<file path="config.mk">
export PLATFORM = sky130hd
export DESIGN_NAME = url_percent_decoder
export DESIGN_NICKNAME = d
export VERILOG_FILES = /design/src/rtl/urlpd_pkg.sv /design/src/rtl/urlpd_front.sv /design/src/rtl/urlpd_queue.sv /design/src/rtl/urlpd_back.sv /design/src/rtl/url_percent_decoder.sv
export SDC_FILE = /design/constraint.sdc
export NUM_CORES = 1
export LEC_CHECK = 0
export BUFFER_PORTS_ARGS = -buffer_cell sky130_fd_sc_hd__buf_4
export CAP_MARGIN = 10
export CORE_AREA = 2 2 134 123
export DETAILED_ROUTE_END_ITERATION = 10
export DIE_AREA = 0 0 136 125
export PLACE_DENSITY = 0.8
export SLEW_MARGIN = 15
export SYNTH_ARGS = -nofsm -noshare
export SYNTH_HDL_FRONTEND = slang
export SYNTH_HIERARCHICAL = 1
export SYNTH_SLANG_ARGS = --single-unit
</file>
<file path="constraint.sdc">
create_clock -name clk -period 4.46 [get_ports clk]
set_clock_uncertainty 0.15 [all_clocks]
set_input_delay 0.446 -clock clk [delete_from_list [all_inputs] [get_ports clk]]
set_output_delay 0.446 -clock clk [all_outputs]
set_load 0.1 [all_outputs]
</file>
<file path="src/rtl/urlpd_pkg.sv">
`default_nettype none

package urlpd_pkg;

  localparam int LIMIT_W         = 16;
  localparam int COUNT_BITS_DEF  = 16;
  localparam int QUEUE_DEPTH_DEF = 4;
  localparam int SLOTS           = 3;

  localparam logic [LIMIT_W-1:0] LIMIT_RESET = 16'hFFFF;

  // Register indexes on the configuration port.
  localparam logic REG_OUTPUT_LIMIT = 1'b0;

  localparam logic [7:0] CHR_PCT   = 8'h25;
  localparam logic [7:0] CHR_PLUS  = 8'h2B;
  localparam logic [7:0] CHR_SPACE = 8'h20;

  // One classified input item: up to three candidate bytes in emit order.
  typedef struct packed {
    logic [1:0]            n;
    logic [SLOTS-1:0][7:0] bytes;
    logic                  last;
  } urlpd_entry_t;

  function automatic logic is_hex(input logic [7:0] b);
    is_hex = (b >= 8'h30 && b <= 8'h39) || (b >= 8'h41 && b <= 8'h46) ||
             (b >= 8'h61 && b <= 8'h66);
  endfunction

  // Letters of either case share the low nibble; 'A' and 'a' map to ten.
  function automatic logic [3:0] hex_val(input logic [7:0] b);
    if (b <= 8'h39) begin
      hex_val = b[3:0];
    end else begin
      hex_val = b[3:0] + 4'd9;
    end
  endfunction

endpackage

`default_nettype wire

</file>
<file path="src/rtl/urlpd_front.sv">
`default_nettype none

module urlpd_front (
  input  wire logic                  clk,
  input  wire logic                  rst_n,
  input  wire logic                  in_valid,
  input  wire logic                  in_stall,
  input  wire logic [7:0]            in_byte,
  input  wire logic                  in_last,
  output      logic                  push,
  output      urlpd_pkg::urlpd_entry_t push_entry
);
  import urlpd_pkg::*;

  localparam logic [1:0] P_IDLE = 2'd0;
  localparam logic [1:0] P_PCT  = 2'd1;
  localparam logic [1:0] P_DIG  = 2'd2;

  logic [1:0] pend_r, pend_nxt;
  logic [7:0] held_r, held_nxt;
  logic       accept;
  logic       hex;
  logic       do_idle;
  logic [1:0] n;
  logic [SLOTS-1:0][7:0] bts;

  assign accept = in_valid && !in_stall;
  assign hex    = is_hex(in_byte);

  always_comb begin
    n        = 2'd0;
    bts      = '0;
    pend_nxt = pend_r;
    held_nxt = held_r;
    do_idle  = 1'b0;

    case (pend_r)
      P_IDLE: begin
        do_idle = 1'b1;
      end
      P_PCT: begin
        if (hex) begin
          held_nxt = in_byte;
          pend_nxt = P_DIG;
        end else begin
          pend_nxt = P_IDLE;
          bts[n] = CHR_PCT; n = n + 2'd1;
          do_idle = 1'b1;
        end
      end
      P_DIG: begin
        pend_nxt = P_IDLE;
        if (hex) begin
          bts[n] = {hex_val(held_r), hex_val(in_byte)}; n = n + 2'd1;
        end else begin
          bts[n] = CHR_PCT; n = n + 2'd1;
          bts[n] = held_r;  n = n + 2'd1;
          do_idle = 1'b1;
        end
      end
      default: begin
        pend_nxt = P_IDLE;
      end
    endcase

    if (do_idle) begin
      if (in_byte == CHR_PCT) begin
        pend_nxt = P_PCT;
      end else if (in_byte == CHR_PLUS) begin
        bts[n] = CHR_SPACE; n = n + 2'd1;
      end else begin
        bts[n] = in_byte; n = n + 2'd1;
      end
    end

    // An escape left open at the end of the string is flushed literally.
    if (in_last) begin
      if (pend_nxt == P_PCT && n != 2'd3) begin
        bts[n] = CHR_PCT; n = n + 2'd1;
      end else if (pend_nxt == P_DIG && n == 2'd0) begin
        bts[0] = CHR_PCT;
        bts[1] = held_nxt;
        n = 2'd2;
      end
      pend_nxt = P_IDLE;
      held_nxt = 8'h00;
    end
  end

  assign push             = accept && (n != 2'd0 || in_last);
  assign push_entry.n     = n;
  assign push_entry.bytes = bts;
  assign push_entry.last  = in_last;

  always_ff @(posedge clk) begin
    if (!rst_n) begin
      pend_r <= P_IDLE;
      held_r <= 8'h00;
    end else if (accept) begin
      pend_r <= pend_nxt;
      held_r <= held_nxt;
    end
  end

  assert property (@(posedge clk) disable iff (!rst_n)
    accept && in_last |=> pend_r == P_IDLE)
    else $error("escape state survived the end of a string");

  assert property (@(posedge clk) disable iff (!rst_n)
    push && push_entry.last |-> push_entry.n != 2'd0)
    else $error("last item of a string classified with no bytes");

endmodule

`default_nettype wire

</file>
<file path="src/rtl/urlpd_queue.sv">
`default_nettype none

module urlpd_queue #(
  parameter int DEPTH = urlpd_pkg::QUEUE_DEPTH_DEF
) (
  input  wire logic                    clk,
  input  wire logic                    rst_n,
  input  wire logic                    push,
  input  wire urlpd_pkg::urlpd_entry_t push_entry,
  input  wire logic                    pop,
  output      logic                    full,
  output      logic                    head_valid,
  output      urlpd_pkg::urlpd_entry_t head
);
  import urlpd_pkg::*;

  localparam int PW = (DEPTH > 1) ? $clog2(DEPTH) : 1;
  localparam int CW = $clog2(DEPTH + 1);

  urlpd_entry_t mem [DEPTH];
  logic [PW-1:0] wr_ptr_r, rd_ptr_r;
  logic [CW-1:0] count_r;

  function automatic logic [PW-1:0] wrap_inc(input logic [PW-1:0] p);
    if (p == PW'(DEPTH - 1)) begin
      wrap_inc = '0;
    end else begin
      wrap_inc = p + PW'(1);
    end
  endfunction

  assign full       = (count_r == CW'(DEPTH));
  assign head_valid = (count_r != '0);
  assign head       = mem[rd_ptr_r];

  always_ff @(posedge clk) begin
    if (push) begin
      mem[wr_ptr_r] <= push_entry;
    end
  end

  always_ff @(posedge clk) begin
    if (!rst_n) begin
      wr_ptr_r <= '0;
      rd_ptr_r <= '0;
      count_r  <= '0;
    end else begin
      if (push) begin
        wr_ptr_r <= wrap_inc(wr_ptr_r);
      end
      if (pop) begin
        rd_ptr_r <= wrap_inc(rd_ptr_r);
      end
      if (push && !pop) begin
        count_r <= count_r + CW'(1);
      end else if (pop && !push) begin
        count_r <= count_r - CW'(1);
      end
    end
  end

  assert property (@(posedge clk) disable iff (!rst_n)
    !(push && full) && !(pop && !head_valid))
    else $error("queue overrun or underrun");

endmodule

`default_nettype wire

</file>
<file path="src/rtl/urlpd_back.sv">
`default_nettype none

module urlpd_back #(
  parameter int COUNT_BITS = urlpd_pkg::COUNT_BITS_DEF
) (
  input  wire logic                          clk,
  input  wire logic                          rst_n,
  input  wire logic [urlpd_pkg::LIMIT_W-1:0] output_limit,
  input  wire logic                          head_valid,
  input  wire urlpd_pkg::urlpd_entry_t       head,
  output      logic                          pop,
  output      logic                          out_valid,
  input  wire logic                          out_stall,
  output      logic [7:0]                    out_byte,
  output      logic                          out_last,
  output      logic                          out_overflow
);
  import urlpd_pkg::*;

  localparam int CMP_W = (COUNT_BITS > LIMIT_W) ? COUNT_BITS : LIMIT_W;

  logic [1:0]            idx_r, idx_nxt;
  logic [COUNT_BITS-1:0] count_r, count_nxt;
  logic                  failed_r, failed_nxt;
  logic                  out_valid_r;
  logic [7:0]            out_byte_r;
  logic                  out_last_r;
  logic                  out_ovf_r;

  logic       go;
  logic       load;
  logic       room;
  logic       final_slot;
  logic [7:0] slot_byte;
  logic [7:0] ob;
  logic       ol;
  logic       oo;

  assign go   = head_valid && (!out_valid_r || !out_stall);
  assign room = (CMP_W'(count_r) < CMP_W'(output_limit)) && (count_r != '1);
  assign final_slot = (idx_r == head.n - 2'd1);

  always_comb begin
    case (idx_r)
      2'd0:    slot_byte = head.bytes[0];
      2'd1:    slot_byte = head.bytes[1];
      2'd2:    slot_byte = head.bytes[2];
      default: slot_byte = 8'h00;
    endcase
  end

  always_comb begin
    idx_nxt    = idx_r;
    count_nxt  = count_r;
    failed_nxt = failed_r;
    pop        = 1'b0;
    load       = 1'b0;
    ob         = 8'h00;
    ol         = 1'b0;
    oo         = 1'b0;

    if (go) begin
      if (failed_r || idx_r >= head.n) begin
        // Failed or empty items drop; a last one sends 0, overflow if failed.
        pop     = 1'b1;
        idx_nxt = 2'd0;
        if (head.last) begin
          load       = 1'b1;
          ol         = 1'b1;
          oo         = failed_r;
          count_nxt  = '0;
          failed_nxt = 1'b0;
        end
      end else if (room) begin
        load      = 1'b1;
        ob        = slot_byte;
        ol        = head.last && final_slot;
        count_nxt = count_r + COUNT_BITS'(1);
        if (final_slot) begin
          pop     = 1'b1;
          idx_nxt = 2'd0;
          if (head.last) begin
            count_nxt = '0;
          end
        end else begin
          idx_nxt = idx_r + 2'd1;
        end
      end else begin
        failed_nxt = 1'b1;
        if (!head.last) begin
          pop     = 1'b1;
          idx_nxt = 2'd0;
        end
      end
    end
  end

  always_ff @(posedge clk) begin
    if (!rst_n) begin
      idx_r       <= 2'd0;
      count_r     <= '0;
      failed_r    <= 1'b0;
      out_valid_r <= 1'b0;
    end else begin
      idx_r    <= idx_nxt;
      count_r  <= count_nxt;
      failed_r <= failed_nxt;
      if (load) begin
        out_valid_r <= 1'b1;
      end else if (!out_stall) begin
        out_valid_r <= 1'b0;
      end
    end
  end

  always_ff @(posedge clk) begin
    if (load) begin
      out_byte_r <= ob;
      out_last_r <= ol;
      out_ovf_r  <= oo;
    end
  end

  assign out_valid    = out_valid_r;
  assign out_byte     = out_byte_r;
  assign out_last     = out_last_r;
  assign out_overflow = out_ovf_r;

  assert property (@(posedge clk) disable iff (!rst_n)
    out_valid_r && out_ovf_r |-> out_last_r && out_byte_r == 8'h00)
    else $error("overflow reported outside a final zero item");

  assert property (@(posedge clk) disable iff (!rst_n)
    load && ol |=> count_r == '0 && !failed_r && idx_r == 2'd0)
    else $error("string state not cleared after its final item");

endmodule

`default_nettype wire

</file>
<file path="src/rtl/url_percent_decoder.sv">
`default_nettype none

// URL percent decoder with plus-as-space.
// Input channel: one encoded byte per item (in_byte, in_last marks the end of
// a string), accepted on in_valid high and in_stall low. Result channel: one
// decoded byte per item (out_byte, out_last, out_overflow), taken on out_valid
// high and out_stall low. The output_limit register sits at byte address 0 of
// the APB port and must only be written while the block is idle.
// A front stage classifies each input byte into up to three candidate bytes
// and queues them; a back stage counts them against the limit and presents
// them one per cycle while out_stall is low, from an output register. A result
// passes through the queue and the output register before it shows on out_valid.
// Throughput is one input item per cycle while out_stall is low and each item
// yields at most one byte; a broken escape, or an escape left open at the end
// of a string, yields two or three bytes and holds the back stage while they
// go out, and a limit failure on the final item of a string holds it again
// for the overflow item. The queue of QUEUE_DEPTH entries absorbs these, and
// in_stall rises when it is full. While out_stall is high the output register
// holds its item and the queue fills. Reset sets output_limit to 65535 and
// clears the escape state, byte count, failure flag, queue and out_valid.
module url_percent_decoder #(
  parameter int COUNT_BITS  = urlpd_pkg::COUNT_BITS_DEF,
  parameter int QUEUE_DEPTH = urlpd_pkg::QUEUE_DEPTH_DEF
) (
  input  wire logic        clk,
  input  wire logic        rst_n,
  input  wire logic        in_valid,
  output      logic        in_stall,
  input  wire logic [7:0]  in_byte,
  input  wire logic        in_last,
  output      logic        out_valid,
  input  wire logic        out_stall,
  output      logic [7:0]  out_byte,
  output      logic        out_last,
  output      logic        out_overflow,
  input  wire logic        psel,
  input  wire logic        penable,
  input  wire logic        pwrite,
  input  wire logic [2:0]  paddr,
  input  wire logic [31:0] pwdata,
  output      logic [31:0] prdata,
  output      logic        pready
);
  import urlpd_pkg::*;

  logic [LIMIT_W-1:0] limit_r;
  logic               cfg_wr;
  logic               push;
  logic               pop;
  logic               full;
  logic               head_valid;
  urlpd_entry_t       push_entry;
  urlpd_entry_t       head;

  assign pready = 1'b1;
  assign cfg_wr = psel && penable && pwrite;

  always_ff @(posedge clk) begin
    if (!rst_n) begin
      limit_r <= LIMIT_RESET;
    end else if (cfg_wr && paddr[2] == REG_OUTPUT_LIMIT) begin
      limit_r <= pwdata[LIMIT_W-1:0];
    end
  end

  assign prdata = (paddr[2] == REG_OUTPUT_LIMIT) ? {{(32-LIMIT_W){1'b0}}, limit_r} : 32'h0;

  assign in_stall = full;

  urlpd_front u_front (
    .clk        (clk),
    .rst_n      (rst_n),
    .in_valid   (in_valid),
    .in_stall   (in_stall),
    .in_byte    (in_byte),
    .in_last    (in_last),
    .push       (push),
    .push_entry (push_entry)
  );

  urlpd_queue #(
    .DEPTH (QUEUE_DEPTH)
  ) u_queue (
    .clk        (clk),
    .rst_n      (rst_n),
    .push       (push),
    .push_entry (push_entry),
    .pop        (pop),
    .full       (full),
    .head_valid (head_valid),
    .head       (head)
  );

  urlpd_back #(
    .COUNT_BITS (COUNT_BITS)
  ) u_back (
    .clk          (clk),
    .rst_n        (rst_n),
    .output_limit (limit_r),
    .head_valid   (head_valid),
    .head         (head),
    .pop          (pop),
    .out_valid    (out_valid),
    .out_stall    (out_stall),
    .out_byte     (out_byte),
    .out_last     (out_last),
    .out_overflow (out_overflow)
  );

endmodule

`default_nettype wire

</file>
==> summary.md, run 1 <==
| Metric | Value |
|---|---|
| Final setup TNS | 0 ps |
| IO Count | 96 |
| Area grow syn2layout | 11.9% |
| All-Layer GR Usage | 0.256 |
| Final Setup Violations | 0 |
| FF/Latch Area | 4640 um^2 |
| Crit Reg-Reg Startpoint | limit_r[15]$_SDFFE_PN1P_ |
| Largest cells by area after synthesis | edfxtp_1, dfxtp_1, ha_1 |
| Clock share of power | 0.283 |
| Synth Area in Adders | 0.0631 |
| Simple-Gate Fraction of Synth Area | 0.151 |
| Clock net sink count | around 170 |
| Sum of buffers and inverters on the critical path | 3 |
| Minimum clock period | roughly 4100 ps |
| Cell taking the most area after synthesis | edfxtp_1 |
| Max incr delay on CP | ~410 ps |
| Critical Path Sink Type | flop |
| Netlist Area Pre-Place | 9240 um^2 |
| Pint | 0.00323 W |
| Port-buffer cells | 60 |
| Clk_lat worst skew | between 400 and 500 ps |
| Flop pwr share | 0.389 |
| Worst-path maximum fanout | 7 |
| VDD IR max | between 0.0005 and 0.0006 V |
| Outcome | finished, final reports clean |
| Flops & latches, synth | 173 |
| Antenna Violating Nets Remaining | 0 |
| Max Fclk | around 0.25 GHz |
| Largest net degree at the start of global routing | 62 |
| Final std cells w/o fill | 1021 |
| Post-CTS resize count | 0 |
| Net Switching | approximately 0.0019 W |
| Gpl congestion | 0.906 |
| Post-synthesis compound-gate area fraction | 0.129 |
| Design area | 10300 um^2 |
| Endpoints failing hold | 0 |
| Ys async rst share | 0 |
| Post-synth EDFFs | 118 |
| First-pass GRT wire length | 33400 um |
| XOR/XNOR Fraction of Synth Area | 0.00934 |
| Sw Share | 0.365 |
| CTS buffer count | 17 |
| Worst hold path startpoint | pwdata[10] |
| First-pass DRT Iterations | 6 |
| # DRC | 0 |
| Worst slack, placed | -4.50 ps |
| Worst Setup SP | in_byte[1] |
| PwrDens | 492 nW/um^2 |
| Final HPWL DP | 14100 um |
| Combinational fraction of design power | 0.328 |
| Yosys warns | 6 |
| Initial antenna violation count | 0 |
| Setup ws final | 385 ps |
| Top_reg_cell synth | edfxtp_1 |
| CP required | roughly 4600 ps |
| Yosys top cell area share | 0.383 |
| Vias per cell | just over 6 |
| Max cap viols | 0 |
| # diodes | 0 |
| Clk slew on worst S/H paths | 70 ps |
| GRT overflow | 0 |
| Sequential element share of the synthesized area | 0.503 |
| Kind of critical path | in -> reg |
| Post-synthesis mux area share | 0.0927 |
| Largest family of logic cells by synthesized area | simple AND/OR/NAND/NOR gates |
| Number of global-route vias before repair | about 6300 |
| Placed inst area | slightly below 10000 um^2 |
| Slew headroom | 0.341 |
| Die footprint | about 17000 um^2 |
| Number of hold buffers added after cts | 0 |
| Post-route clock period utilization | 0.914 |
| TritonCTS clock tree | done |
| WL final | 20600 um |
| Share of layout cells above drive strength 1 | 0.215 |
| Core area | 15700 um^2 |
| RSZ-0062 raised after global routing | false |
| Clock buffer depth | 2 |
| WL/cell | 20.2 um |
| Fill count | 1134 |
| Initial drt markers | 950 |
| Crit path cell chain | buf_4, inv_1, ha_1, or3b_4, and3_1, nor2_2, nand3_1, ha_1, a31oi_2, ha_1, nand2_1, nor4_1, nand2_1, o221ai_2, nand2_1, a21oi_1, buf_4 |
| CTS root buffer | clkbuf_16 |
| Slowest CP cell | or3b_4 |
| Syn Area/Cell | 12.5 um^2 |
| Slew at the pin closest to its max-slew limit | 988 ps |
| Cells after DPL | 989 |
| Post-synth cell types | between 90 and 100 |
| Die Y | around 130 um |
| Vias post-DR | 6324 |
| Initial Utilization | 0.587 |
| CP Launch Type | primary input |
| Static Leak | ~4.0 nW |
| Fin util | 0.657 |
| Worst Hold Class | in -> reg |
| Final net count | 898 |
| Multi-input gate area | 4180 um^2 |
| Final slew viol count | 0 |
| Critical Path AT | 4220 ps |
| Kind of cell adding the most delay to the critical path | simple AND/OR/NAND/NOR gates |
| H-tree levels | 4 |
| Row cnt | 44 |
| Die width | 136 um |
| Cell count after synthesis | approximately 740 |
| Setup Fix Bufs, Post-CTS | 0 |
## worst reg2reg max path: cells and delay by family, from the launching register on
family	cells	cell delay, ps
muxes	1	350
AOI/OAI and AO/OA	3	1020
DFF	1	370
and+or+nand+nor	5	1000
buffers and inverters	3	300
adders and majority gates	3	700
xor gates and xnor gates	1	80
## power by group through the flow
stage	clock network [W]	registers, W	logic, W
floorplan	0	0.00236	0.000944
global route	0.00152	0.00199	0.00177
finish	0.00144	0.00198	0.00167
CTS	0.00145	0.00198	0.00165
detailed placement	0	0.00201	0.00163
global placement	0	0.00200	0.00158
## flip-flops by register name, summed over array words and instances (netlist names), 2 cells and up, named ones only
| signal | count |
|---|---|
| u_queue/mem | 108 |
| limit_r | 16 |
| u_back/count_r | 16 |
| u_back/out_byte | 8 |
| u_front/held_r | 8 |
| u_queue/count_r | 3 |
| u_back/idx_r | 2 |
| u_front/pend_r | 2 |
| u_queue/rd_ptr_r | 2 |
| u_queue/wr_ptr_r | 2 |
## synthesized netlist by cell type (all sizes together) (3+ instances only)
library cell	n
a21o	3
a221o	3
nand2	36
dfxtp	55
a2111oi	4
a22oi	10
and3	12
nor4	4
edfxtp	118
nor3	6
mux2i	20
and2	15
o21bai	4
a32o	5
nor3b	3
a31oi	8
o21a	4
a222oi	8
a211o	4
a21boi	4
a22o	3
nor2b	61
inv	41
ha	45
o21ai	28
nand3	22
nor2	34
a21oi	23
clkbuf	8
and2b	6
o31ai	11
xnor2	8
a211oi	7
nand2b	10
buf	35
or2	4
nand4	8
mux4	27
## through the flow
stage / hold slack (ps) / power, W
floorplan: 309 / 0.00330
global placement: 328 / 0.00358
detailed placement: 347 / 0.00364
CTS: 115 / 0.00508
global route: 112 / 0.00528
finish: 121 / 0.00508
## path summary, 6_finish.rpt
| path | to | slack (ps) | cells after the start |
|---|---|---|---|
| min | limit_r[10]$_SDFFE_PN1P_ | 120 | 3 |
| min reg2reg | u_front/held_r[7]$_SDFFE_PN0P_ | 360 | 1 |
| max reg2reg | u_queue/count_r[2]$_SDFFE_PN0P_ | 420 | 16 |
| max | u_queue/mem[0][15]$_DFFE_PP_ | 390 | 17 |
## final cells by class
| cell class | count | share of cell area |
|---|---|---|
| Timing Repair Buffer | 71 | 0.0515 |
| Clock buffer | 18 | 0.0415 |
| Multi-Input combinational cell | 497 | 0.404 |
| Sequential cell | 173 | 0.449 |
| Clock inverter | 14 | 0.0138 |
| Tap cell | 207 | 0.0250 |
| Inverter | 41 | 0.0149 |
## placed cells by master (no fill, tap or decap), types with 8 or more instances in the layout
master,n
o31ai_1,9
mux2i_1,20
a21oi_1,17
nor2_1,33
and2_1,15
dfxtp_1,55
mux4_2,20
buf_4,71
nand3_1,21
a222oi_1,8
conb_1,17
nand2b_1,9
nand2_1,34
edfxtp_1,118
inv_1,39
clkbuf_16,17
nor2b_1,61
and3_1,11
a22oi_1,10
o21ai_0,18
ha_1,45
## kinds of logic (layout without fill, tap and decap cells)
family | count (synthesis) | count (layout)
other cells | 2 | 17
simple gates | 234 | 234
buf+inv | 84 | 144
xor+xnor | 9 | 9
fa+ha+maj | 46 | 46
compound gates | 142 | 142
mux | 49 | 49
flops | 173 | 173
## layer usage
layer	up-vias	GRT usage	routed length (um)
li1	2881	-	-
met3	45	0.0580	1620
met2	322	0.385	9550
met5	-	0	0
met1	3076	0.364	8900
met4	0	0.0968	521
No activity file was read; power rests on OpenSTA's default activity.
==> run 2: changes to the inputs <==
Settings changed: CORE_AREA 2 2 134 123 to 2 2 97 170, DIE_AREA 0 0 136 125 to 0 0 99 172, GPL_TIMING_DRIVEN set to 0.
Clock period 4.46 ns to 3.8 ns, I/O delays scaled along.
==> run 2 against run 1 <==
Against the previous run:
- combinational power is 28% higher
- flip-flop and latch count is the same
- core utilization rose by 4.9 points
- sequential share of layout area fell by 2.8 points
- sequential power up 18%
- clock power increased by 21%
- critical path depth down 2
- critical path type is now reg -> reg
- total power increased by 22%
- design area is 6.7% higher
- wire length grew 11%
- clock-buffer cell count down 1
- critical endpoint is now u_queue/count_r[2]$_SDFFE_PN0P_
==> summary.md, run 2 (synthesized netlist as in run 1, its figures left out) <==
| Metric | Value |
|---|---|
| Outcome | finished, final reports clean (unchanged) |
| Final hold slack | 59.1 ps (was 121 ps) |
| Worst Setup SP | u_back/count_r[9]$_SDFFE_PN0P_ (was in_byte[1]) |
| Largest net degree at the start of global routing | 28 (was 62) |
| Row cnt | 61 (was 44) |
| Critical Path AT | 3890 ps (was 4220 ps) |
| Vias post-DR | 6601 (was 6324) |
| WL final | 22800 um (was 20600 um) |
| CTS buffer count | 17 (unchanged) |
| Sw Share | 0.376 (was 0.365) |
| Final setup TNS | 0 ps (unchanged) |
| Final Setup Violations | 0 (unchanged) |
| Clock share of power | 0.281 (was 0.283) |
| Number of global-route vias before repair | 6625 (was 6262) |
| Max cap viols | 0 (unchanged) |
| Die footprint | 17000 um^2 (about the same) |
| Commonest cells after routing, fill and taps aside | edfxtp_1, buf_4, nor2b_1 (unchanged) |
| Worst-path maximum fanout | 7 (unchanged) |
| Max Fclk | 0.271 GHz |
| Vias per cell | 6.25 (was 6.19) |
| Initial drt markers | 374 (was 950) |
| Fin util | 0.705 (was 0.657) |
| Initial antenna violation count | 0 (unchanged) |
| Antenna Violating Nets Remaining | 0 (unchanged) |
| CP Launch Type | flop (was primary input) |
| GRT overflow | 0 (unchanged) |
| Area grow syn2layout | 19.4% (was 11.9%) |
| Minimum clock period | 3690 ps |
| CP endpoint | u_queue/count_r[2]$_SDFFE_PN0P_ (was u_queue/mem[0][15]$_DFFE_PP_) |
| Final net count | 952 (was 898) |
| Slew headroom | 0.474 (was 0.341) |
| Endpoints failing hold | 0 (unchanged) |
| First-pass DRT Iterations | 6 (unchanged) |
| Initial Utilization | 0.591 (was 0.587) |
| H-tree levels | 4 (unchanged) |
| Post-route clock period utilization | 0.970 |
| Setup ws final | 114 ps (was 385 ps) |
| IO Count | 96 (unchanged) |
| Combinational fraction of design power | 0.344 (was 0.328) |
| Share of layout cells above drive strength 1 | 0.300 (was 0.215) |
| Multi-input gate area | 4460 um^2 (was 4180 um^2) |
| Worst slack, placed | -772 ps (was -4.50 ps) |
| Pint | 0.00387 W (was 0.00323 W) |
| Clk_lat worst skew | 430 ps (about the same) |
| Static Leak | 4.32 nW (was 3.98 nW) |
| Net Switching | 0.00233 W (was 0.00186 W) |
| Clock buffer depth | 2 (unchanged) |
| Placed inst area | 9990 um^2 (was 9770 um^2) |
| Max reg flops | 108 (unchanged) |
| Clk slew on worst S/H paths | 70 ps (about the same) |
| Die width | 99 um (was 136 um) |
| Final slew viol count | 0 (unchanged) |
| Kind of critical path | reg -> reg (was in -> reg) |
| Flop pwr share | 0.375 (was 0.389) |
| Design area | 11000 um^2 (was 10300 um^2) |
| WL/cell | 21.6 um (was 20.2 um) |
| Worst r2r path cells | 15 (was 16) |
| R2R setup slack | 110 ps (was 420 ps) |
| CP required | 4000 ps (was 4610 ps) |
| Most common cell after layout, fill and taps aside | edfxtp_1 (unchanged) |
| Final HPWL DP | 16100 um (was 14100 um) |
| Crit Reg-Reg Startpoint | u_back/count_r[9]$_SDFFE_PN0P_ (was limit_r[15]$_SDFFE_PN1P_) |
| All-Layer GR Usage | 0.270 (was 0.256) |
| Die Y | 172 um (was 125 um) |
| Core area | 15600 um^2 (was 15700 um^2) |
| Worst R2R End | u_queue/count_r[2]$_SDFFE_PN0P_ (unchanged) |
| VDD IR max | 0.000332 V (was 0.000568 V) |
| Largest Register | u_queue/mem (unchanged) |
| CTS root buffer | clkbuf_16 (unchanged) |
| Clock net sink count | 173 (unchanged) |
| TritonCTS clock tree | done (unchanged) |
| Slew at the pin closest to its max-slew limit | 789 ps (was 988 ps) |
| Port-buffer cells | 59 (was 60) |
| Worst Hold Class | in -> reg (unchanged) |
| Fill count | 1089 (was 1134) |
| # diodes | 0 (unchanged) |
| First-pass GRT wire length | 34800 um (was 33400 um) |
| FF/Latch Area | 4650 um^2 (was 4640 um^2) |
| Critical Path Sink Type | flop (unchanged) |
| # DRC | 0 (unchanged) |
| Top flop regs | u_queue/mem (108), limit_r (16), u_back/count_r (16) (unchanged) |
| PwrDens | 562 nW/um^2 (was 492 nW/um^2) |
| Gpl congestion | 0.948 (was 0.906) |
[run 2: what timing repair did]
| action | CTS | global route |
|---|---|---|
| setup endpoints to repair | 84 | 114 |
| gates resized for setup | 21 | 34 |
| hold buffers | 0 | 0 |
| setup buffers | 2 | 21 |
| pin swaps | 5 | 17 |
[run 2: worst max-delay path, cell delays in order, from the launching register on]
cell and delay [ps]:
dfxtp_1 530, ha_1 320, a211oi_1 230, o21bai_1 130, a211oi_2 240, buf_4 180, nand2_2 90, mux2_2 290
a21oi_4 80, inv_1 100, ha_1 190, inv_1 60, fa_1 380, xor2_1 160, or3_1 310, a21boi_0 170
[run 2: worst min path at each step]
| stage | start | endpoint | slack, ps | cells past startpoint |
|---|---|---|---|---|
| 4_1_cts | pwdata[4] | limit_r[4]$_SDFFE_PN1P_ | 60 | 3 |
| 5_1_grt | pwdata[6] | limit_r[6]$_SDFFE_PN1P_ | 60 | 3 |
| 3_3_place_gp | u_queue/count_r[2]$_SDFFE_PN0P_ | u_queue/count_r[2]$_SDFFE_PN0P_ | 320 | 2 |
| 6_report | pwdata[4] | limit_r[4]$_SDFFE_PN1P_ | 60 | 3 |
| 3_5_place_dp | u_front/held_r[7]$_SDFFE_PN0P_ | u_front/held_r[7]$_SDFFE_PN0P_ | 340 | 1 |
| 2_1_floorplan | u_back/count_r[11]$_SDFFE_PN0P_ | u_back/count_r[11]$_SDFFE_PN0P_ | 310 | 1 |
[run 2: area by class of cell]
cell class	instances	area share
Sequential cell	173	0.421
Clock buffer	17	0.0385
Tap cell	189	0.0214
Buffer	43	0.0296
Multi-Input combinational cell	497	0.404
Inverter	41	0.0139
Clock inverter	15	0.0152
Timing Repair Buffer	82	0.0561
[run 2: metal layers]
metal,up-vias,global-route usage,routed length (um)
li1,2985,-,-
met1,3224,0.261,7460
met2,295,0.519,12900
met3,97,0.0441,981
met4,0,0.169,1460
met5,-,0,0
[run 2: through the flow]
| step | power, W | std cells |
|---|---|---|
| final | 0.00620 | 1057 |
| after global routing | 0.00642 | 1057 |
| after CTS | 0.00613 | 1036 |
| after detailed placement | 0.00436 | 1002 |
| after global placement | 0.00429 | 1002 |
| after floorplan | 0.00388 | 754 |
[run 2: power by group through the flow]
stage | Sequential, W | Clock (W) | Combinational, W
floorplan | 0.00277 | 0 | 0.00111
global placement | 0.00236 | 0 | 0.00193
finish | 0.00233 | 0.00174 | 0.00214
detailed placement | 0.00237 | 0 | 0.00199
global route | 0.00235 | 0.00183 | 0.00224
CTS | 0.00233 | 0.00175 | 0.00205
==> run 3: changes to the inputs <==
Settings changed: CORE_AREA 2 2 97 170 to 2 2 102 179, DIE_AREA 0 0 99 172 to 0 0 104 181, PLACE_DENSITY 0.8 to 0.76.
Clock period 3.8 ns to 3.2 ns, I/O delays scaled along.
==> run 3 against run 2 <==
Against the previous run:
- the run now ends with setup timing left
- clock power rose by 20%
- non-clock buffer count rose by 54
- via count rose by 5.0%
- fmax rose by 9.4%
- core utilization fell by 1.4 points
- design area rose by 8.3%
==> summary.md, run 3 (synthesized netlist as in run 1, its figures left out) <==
| Metric | Value |
|---|---|
| CP required | 3370 ps (was 4000 ps) |
| Fill count | 1194 (was 1089) |
| Clk_lat worst skew | 440 ps (was 430 ps) |
| CTS root buffer | clkbuf_16 (unchanged) |
| Clk slew on worst S/H paths | 80 ps (was 70 ps) |
| Commonest cells after routing, fill and taps aside | buf_4, edfxtp_1, nor2b_1 (was edfxtp_1, buf_4, nor2b_1) |
| Slew at the pin closest to its max-slew limit | 761 ps (was 789 ps) |
| CP Launch Type | flop (unchanged) |
| Critical Path Sink Type | flop (unchanged) |
| All-Layer GR Usage | 0.262 (was 0.270) |
| Clock buffer depth | 2 (unchanged) |
| Die width | 104 um (was 99 um) |
| First-pass DRT Iterations | 5 (was 6) |
| Multi-input gate area | 4750 um^2 (was 4460 um^2) |
| Gpl congestion | 0.944 (was 0.948) |
| Antenna Violating Nets Remaining | 0 (unchanged) |
| Final hold slack | 7.21 ps (was 59.1 ps) |
| CTS buffer count | 17 (unchanged) |
| # DRC | 0 (unchanged) |
| Row cnt | 64 (was 61) |
| Final net count | 1006 (was 952) |
| Die footprint | 18800 um^2 (was 17000 um^2) |
| Vias per cell | 6.01 (was 6.25) |
| Minimum clock period | 3370 ps (was 3690 ps) |
| Worst-path maximum fanout | 10 (was 7) |
| Initial drt markers | 514 (was 374) |
| Most common cell after layout, fill and taps aside | buf_4 (was edfxtp_1) |
| WL/cell | 21.4 um (was 21.6 um) |
| Largest net degree at the start of global routing | 28 (unchanged) |
| Port-buffer cells | 59 (unchanged) |
| Clock net sink count | 173 (unchanged) |
| Max reg flops | 108 (unchanged) |
| First-pass GRT wire length | 38100 um (was 34800 um) |
| Endpoints failing hold | 0 (unchanged) |
| Post-route clock period utilization | 1.05 (was 0.970) |
| Kind of critical path | reg -> reg (unchanged) |
| Die Y | 181 um (was 172 um) |
| VDD IR max | 0.000444 V (was 0.000332 V) |
| Final HPWL DP | 16000 um (was 16100 um) |
| Max cap viols | 0 (unchanged) |
| Total power | 0.00783 W (was 0.00620 W) |
| Slew headroom | 0.493 (was 0.474) |
| Initial Utilization | 0.534 (was 0.591) |
| Outcome | finished, violations left (was finished, final reports clean) |
| Share of layout cells above drive strength 1 | 0.381 (was 0.300) |
| Area grow syn2layout | 29.3% (was 19.4%) |
| H-tree levels | 4 (unchanged) |
| Worst Hold Class | in -> reg (unchanged) |
| IO Count | 96 (unchanged) |
| Critical Path AT | 3540 ps (was 3890 ps) |
| Final std cells w/o fill | 1153 (was 1057) |
| PwrDens | 655 nW/um^2 (was 562 nW/um^2) |
| Static Leak | 4.67 nW (was 4.32 nW) |
| Top flop regs | u_queue/mem (108), limit_r (16), u_back/count_r (16) (unchanged) |
| Setup ws final | -169 ps (was 114 ps) |
| Placed inst area | 10200 um^2 (was 9990 um^2) |
| Final Setup Violations | 57 (was 0) |
| Core area | 17300 um^2 (was 15600 um^2) |
| RSZ-0062 raised after global routing | true |
| Failing checks | setup timing |
| GRT overflow | 0 (unchanged) |
| Largest Register | u_queue/mem (unchanged) |
| WL final | 24700 um (was 22800 um) |
| FF/Latch Area | 4650 um^2 (about the same) |
| Final slew viol count | 0 (unchanged) |
| Cells after DPL | 1044 (was 1002) |
| Design area | 11900 um^2 (was 11000 um^2) |
| Number of global-route vias before repair | 7193 (was 6625) |
| Max Fclk | 0.297 GHz (was 0.271 GHz) |
| TritonCTS clock tree | done (unchanged) |
| Initial antenna violation count | 0 (unchanged) |
| # diodes | 0 (unchanged) |
| Vias post-DR | 6929 (was 6601) |
run 3: cell types whose count changed in the layout (fill, tap and decap cells not counted), moves of 5 or more:
cell / change
buf_4: +41
nand3_2: +5
nand2_1: -5
inv_1: -7
buf_6: +5
and2_4: +5
nor2_1: -6
nand3_1: -5
ha_4: +5
dlygate4sd3_1: +6
run 3: layout make-up:
cell class              count  share of cell area
flip-flops and latches    173               0.390
well taps                 231              0.0242
repair buffers            137              0.0934
clock inverters            15              0.0160
clock buffers              17              0.0356
plain buffers              42              0.0274
multi-input cells         497               0.398
inverters                  41              0.0160
run 3: report_power, final:
group / total [W] / leakage, nW / internal (W) / switching [W]
registers: 0.00276 / 1.58 / 0.00266 / 0.000105
logic: 0.00298 / 2.79 / 0.00111 / 0.00187
clock network: 0.00209 / 0.298 / 0.00113 / 0.000960
run 3: final timing paths:
check | from | to | slack [ps] | cells past startpoint
worst min register to register | u_front/held_r[7]$_SDFFE_PN0P_ | u_front/held_r[7]$_SDFFE_PN0P_ | 370 | 1
worst max-delay path | flop | u_back/count_r[13]$_SDFFE_PN0P_ | -170 | 11
worst min-delay path | pwdata[11] | limit_r[11]$_SDFFE_PN1P_ | 7 | 3
worst max register to register | flop | u_back/count_r[13]$_SDFFE_PN0P_ | -170 | 11
run 3: through the flow:
step	utilization	setup TNS (ps)	setup WS, ps
6_report	0.691	-2820	-169
5_1_grt	0.691	-8870	-298
4_1_cts	0.669	-1240	-152
3_5_place_dp	0.590	-153270	-945
3_3_place_gp	0.590	-136680	-895
2_1_floorplan	-	-14980	-292
run 3: critical path, cell delays in order (launching register included):
cell      delay, ps
dfxtp_2         340
buf_8           130
buf_12          120
mux4_2          550
ha_4            250
nand2b_4        150
a211o_1         370
nor2_2          250
nand3_2         200
or2_4           320
buf_6           150
o31ai_1         280
run 3: per-layer routing:
metal | wire length, um | vias to the layer above | global-route usage | part of all wire
met1 | 8000 | 3369 | 0.250 | 0.32
li1 | - | 3090 | - | -
met5 | 0 | - | 0 | 0
met4 | 1930 | 0 | 0.185 | 0.078
met3 | 1020 | 139 | 0.0462 | 0.041
met2 | 13700 | 331 | 0.497 | 0.56
run 3: timing repair:
action,CTS,global route
hold endpoints to repair,6,0
hold buffers,6,0
resized for setup,79,38
setup endpoints to repair,254,128
setup buffers,49,25
pin swaps,33,32
gates cloned,0,0
